[config.mk]
export PLATFORM = sky130hd
export DESIGN_NAME = kah_ctrl
export DESIGN_NICKNAME = d
export VERILOG_FILES = /design/src/kah_pkg.sv /design/src/kah_ctrl.sv
export SDC_FILE = /design/constraint.sdc
export NUM_CORES = 1
export LEC_CHECK = 0
export BUFFER_PORTS_ARGS = -buffer_cell sky130_fd_sc_hd__buf_2
export CORE_AREA = 4 4 41 43
export DETAILED_ROUTE_END_ITERATION = 6
export DIE_AREA = 0 0 45 47
export PLACE_DENSITY = 0.48
export SYNTH_ARGS = -nofsm -noshare
export SYNTH_HDL_FRONTEND = slang
export SYNTH_SLANG_ARGS = --single-unit
[constraint.sdc]
create_clock -name clk -period 1.7 [get_ports clk]
set_input_delay 0.17 -clock clk [delete_from_list [all_inputs] [get_ports clk]]
set_output_delay 0.17 -clock clk [all_outputs]
set_load 0.01 [all_outputs]
[src/kah_pkg.sv]
package kah_pkg;

  localparam int TABLE_ENTRIES_DEF = 256;
  localparam int KEY_W             = 32;
  localparam int AMOUNT_W          = 32;
  localparam int TOTAL_W           = 48;
  localparam int SLOT_W            = 8;

  typedef enum logic [2:0] {
    ST_ADDED     = 3'd0,
    ST_INSERTED  = 3'd1,
    ST_FULL      = 3'd2,
    ST_KEPT      = 3'd3,
    ST_RELEASED  = 3'd4,
    ST_NOT_FOUND = 3'd5,
    ST_UNDERFLOW = 3'd6
  } status_t;

  typedef enum logic [2:0] {
    S_CLEAR,
    S_IDLE,
    S_MOD,
    S_SETUP,
    S_SCAN,
    S_DRAIN,
    S_TOT_RD,
    S_EXEC
  } state_t;

  // controller to datapath
  typedef struct packed {
    logic clr_en;
    logic load;
    logic mod_step;
    logic scan_start;
    logic scan_step;
    logic tot_rd;
    logic exec;
  } dp_cmd_t;

  // datapath to controller
  typedef struct packed {
    logic clr_last;
    logic mod_last;
    logic scan_last;
    logic out_busy;
  } dp_stat_t;

endpackage

[src/kah_ctrl.sv]
module kah_ctrl (
  input  logic              clk,
  input  logic              rst_n,
  input  logic              in_tvalid,
  output logic              in_tready,
  input  kah_pkg::dp_stat_t stat,
  output kah_pkg::dp_cmd_t  cmd
);
  import kah_pkg::*;

  state_t state_r, state_nxt;

  always_ff @(posedge clk) begin
    if (!rst_n) begin
      state_r <= S_CLEAR;
    end else begin
      state_r <= state_nxt;
    end
  end

  // next state
  always_comb begin
    state_nxt = state_r;
    unique case (state_r)
      S_CLEAR:  if (stat.clr_last) state_nxt = S_IDLE;
      S_IDLE:   if (in_tvalid) state_nxt = S_MOD;
      S_MOD:    if (stat.mod_last) state_nxt = S_SETUP;
      S_SETUP:  state_nxt = S_SCAN;
      S_SCAN:   if (stat.scan_last) state_nxt = S_DRAIN;
      S_DRAIN:  state_nxt = S_TOT_RD;
      S_TOT_RD: state_nxt = S_EXEC;
      S_EXEC:   if (!stat.out_busy) state_nxt = S_IDLE;
      default:  state_nxt = S_CLEAR;
    endcase
  end

  // outputs
  always_comb begin
    cmd       = '0;
    in_tready = 1'b0;
    unique case (state_r)
      S_CLEAR:  cmd.clr_en = 1'b1;
      S_IDLE: begin
        in_tready = 1'b1;
        cmd.load  = in_tvalid;
      end
      S_MOD:    cmd.mod_step   = 1'b1;
      S_SETUP:  cmd.scan_start = 1'b1;
      S_SCAN:   cmd.scan_step  = 1'b1;
      S_DRAIN:  ;
      S_TOT_RD: cmd.tot_rd     = 1'b1;
      S_EXEC:   cmd.exec       = !stat.out_busy;
      default:  ;
    endcase
  end

endmodule

==> impl_metrics.tcl <==
set metrics [dict create \
    netlist.area_leader.share_pct 19.1 \
    largest_register_ffs 3 \
    whs_endpoint "state_r[1]" \
    drt-pass1-iter-count 2 \
    fin_worst_skew_ns 0.000220 \
    tns_ns 0 \
    internal_power_w 0.000361 \
    powerDensity_nw_per_um2 1480 \
    post-cts-setup-buffers 0 \
    htree_levels 1 \
    yosysMostFrequentCell "nand2_1" \
    drive_gt1_share_pct 38.6 \
    total_power_w 0.000628 \
    ys_seq_elements 3 \
    syn_inst 40 \
    cts_hold_buffers 0 \
    switchingPower_w 0.000266 \
    drt_iter0_markers 3 \
    cp.required_ns 1.53 \
    fp.dieW_um 45 \
    synth.largest_area_cell "dfxtp_1" \
    clk_latency_ns 0.23 \
    clkPwrFrac_pct 19.6 \
    synthFlopType "dfxtp_1" \
    synth_top_cells_by_area "dfxtp_1 19%, ha_1 16%, nand2_1 8.4%" \
    cts_tree "yes" \
    hold_violations 0 \
    clockRootBuffer "clkbuf_4" \
    antenna_cells 0 \
    yosys_warnings 0 \
    min_path_type "in2reg" \
    syn-num-nets 51 \
    grt_pass1_wl_mm 1.20 \
    timing.rr.end "state_r[1]" \
    synth.cell_area_um2 314 \
    initial_core_util_pct 24.1 \
    leakagePower_nw 0.224 \
    antenna_left 0 \
    dieHeight_um 47 \
    maxCapViolations 0 \
    setup_viol 0 \
    netSwitchingFraction_pct 42.4 \
    grt_overflow 0 \
    reg_top3 "state_r: 3 flops" \
    final_max_slew_viol_count 0 \
    crit_type "reg2out" \
    cts_resized 0 \
    rsz0062_at_grt "false" \
    grt_pass1_vias 294 \
    synth_cell_type_count 19 \
    area_growth_pct 35.1 \
    combPwrFrac_pct 60.0 \
    antenna_found_initial 0 \
    cp.arrival_ns 1.37 \
    vias_per_cell 4.46 \
    status "finished clean" \
    fin_crit_ns 1.54 \
    hp-start "rst_n" \
    drcViolationCount 0 \
    clock.fmax_ghz 0.649 \
    cts_sinks 3 \
    layout.nets 69 \
    p_seq_share_pct 20.5 \
    cp_max_fo 5 \
    clk_pin_slew_worst_paths_ns 0.04 \
    worstMarginPinSlew_ns 0.452 \
    ir_drop_mv 0.486 \
    synth-seq-area-share_pct 19.1 \
    die_area_um2 2120 \
    vias 321 \
    track_usage_pct 8.05 \
    reg2reg_from "state_r[0]" \
    min_path_cells 3 \
    grt_max_degree 12 \
    cts-buffers-inserted 3 \
    synth_common_cells "7 x nand2_1, 4 x ha_1, 4 x inv_1, 3 x dfxtp_1, 3 x nor2_1" \
    post_synth.cell_area_avg_um2 7.85 \
    crit_path_end_kind "primary output" \
    fp.coreArea_um2 1300 \
    drt_wl_total_um 699 \
    io_buffers 14 \
    hpwl_um 582 \
    rr_worst_depth 6 \
    synth_edf_count 0 \
    top_register "state_r" \
    max_slew_margin_pct 69.8 \
    row_count 13 \
    period_share_pct 90.7 \
    synthArstFlopShare_pct 0 \
    io_pins 15 \
    routedWlPerCell_um 9.71 \
    cp-start-kind "flip-flop" \
    r2r_slack_ns 0.32 \
    clk_path_buf_depth 2 \
    routabilityCongestion 0.709 \
]
==> worst max-delay path, stage by stage (launching register included) <==
cell and delay [ns]:
dfxtp_1 0.37, inv_1 0.08, ha_1 0.24, nor2b_1 0.16, and2_1 0.16, buf_2 0.13
==> metrics by stage <==
| step | worst slack (ns) | instance area [um^2] | cells | util [%] | hold slack [ns] |
|---|---|---|---|---|---|
| floorplan | 0.462 | 314 | 40 | - | 0.316 |
| detailed placement | 0.301 | 398 | 68 | 30.6 | 0.477 |
| global route | 0.0123 | 424 | 72 | 32.6 | 0.246 |
| CTS | 0.130 | 424 | 72 | 32.6 | 0.237 |
| global placement | 0.303 | 398 | 68 | 30.6 | 0.480 |
| finish | 0.159 | 424 | 72 | 32.6 | 0.241 |
==> cells by family after synthesis <==
logic type,synth area share (%)
AND/OR/NAND/NOR,37.8
AO/OA/AOI/OAI,14.3
buffers and inverters,6.37
multiplexers,6.37
adder cells (fa/ha/maj),15.9
flip-flops,19.1
==> area by class of cell <==
cell class                 instances  area (um^2)
fill                             164          877
multi-input combinational         32          234
timing repair buffer              14         70.1
sequential                         3         60.1
clock buffer                       4         26.3
tap                               15         18.8
inverter                           4         15.0
==> routing by layer <==
layer  share of wire (%)  vias to the layer above  GRT usage (%)
met5                   0                        -              0
met4                   0                        0              0
met3                 9.6                        0           6.13
met2                  48                        9           12.1
met1                  42                      144           9.75
li1                    -                      168              -
==> how the worst max path moves through the flow <==
stage               start    endpoint  slack [ns]  cells past startpoint
2_1_floorplan  state_r[0]  state_r[0]        0.46                      6
5_1_grt        state_r[1]      cmd[5]        0.01                      5
4_1_cts        state_r[1]      cmd[5]        0.13                      5
3_5_place_dp   state_r[0]  state_r[1]        0.30                      6
3_3_place_gp   state_r[0]  state_r[0]        0.30                      6
6_report       state_r[1]      cmd[5]        0.16                      5
==> power groups by stage <==
stage	clock network [W]	logic, W	registers, W
after floorplan	0	0.000288	0.000118
after global placement	0	0.000385	0.000129
after detailed placement	0	0.000384	0.000131
after CTS	0.000130	0.000386	0.000130
after global routing	0.000137	0.000428	0.000136
final	0.000123	0.000376	0.000128
==> cell usage in the layout, fill, tap and decap left out <==
master    Yosys  final
nor2b_4       1      1
clkbuf_4      0      3
nor2b_1       2      2
buf_2         1     14
a22oi_1       1      1
nand3_1       1      1
o311ai_0      1      1
nor2_1        3      3
clkbuf_1      0      1
nor2b_2       2      2
and2_1        2      2
a21boi_1      1      1
inv_1         4      4
nand2_1       7      7
dfxtp_1       3      3
o21ai_1       1      1
mux2i_1       2      2
and2_2        1      1
ha_1          4      4
nand2b_1      2      2
a32oi_2       1      1
No activity file was read; power rests on OpenSTA's default activity.
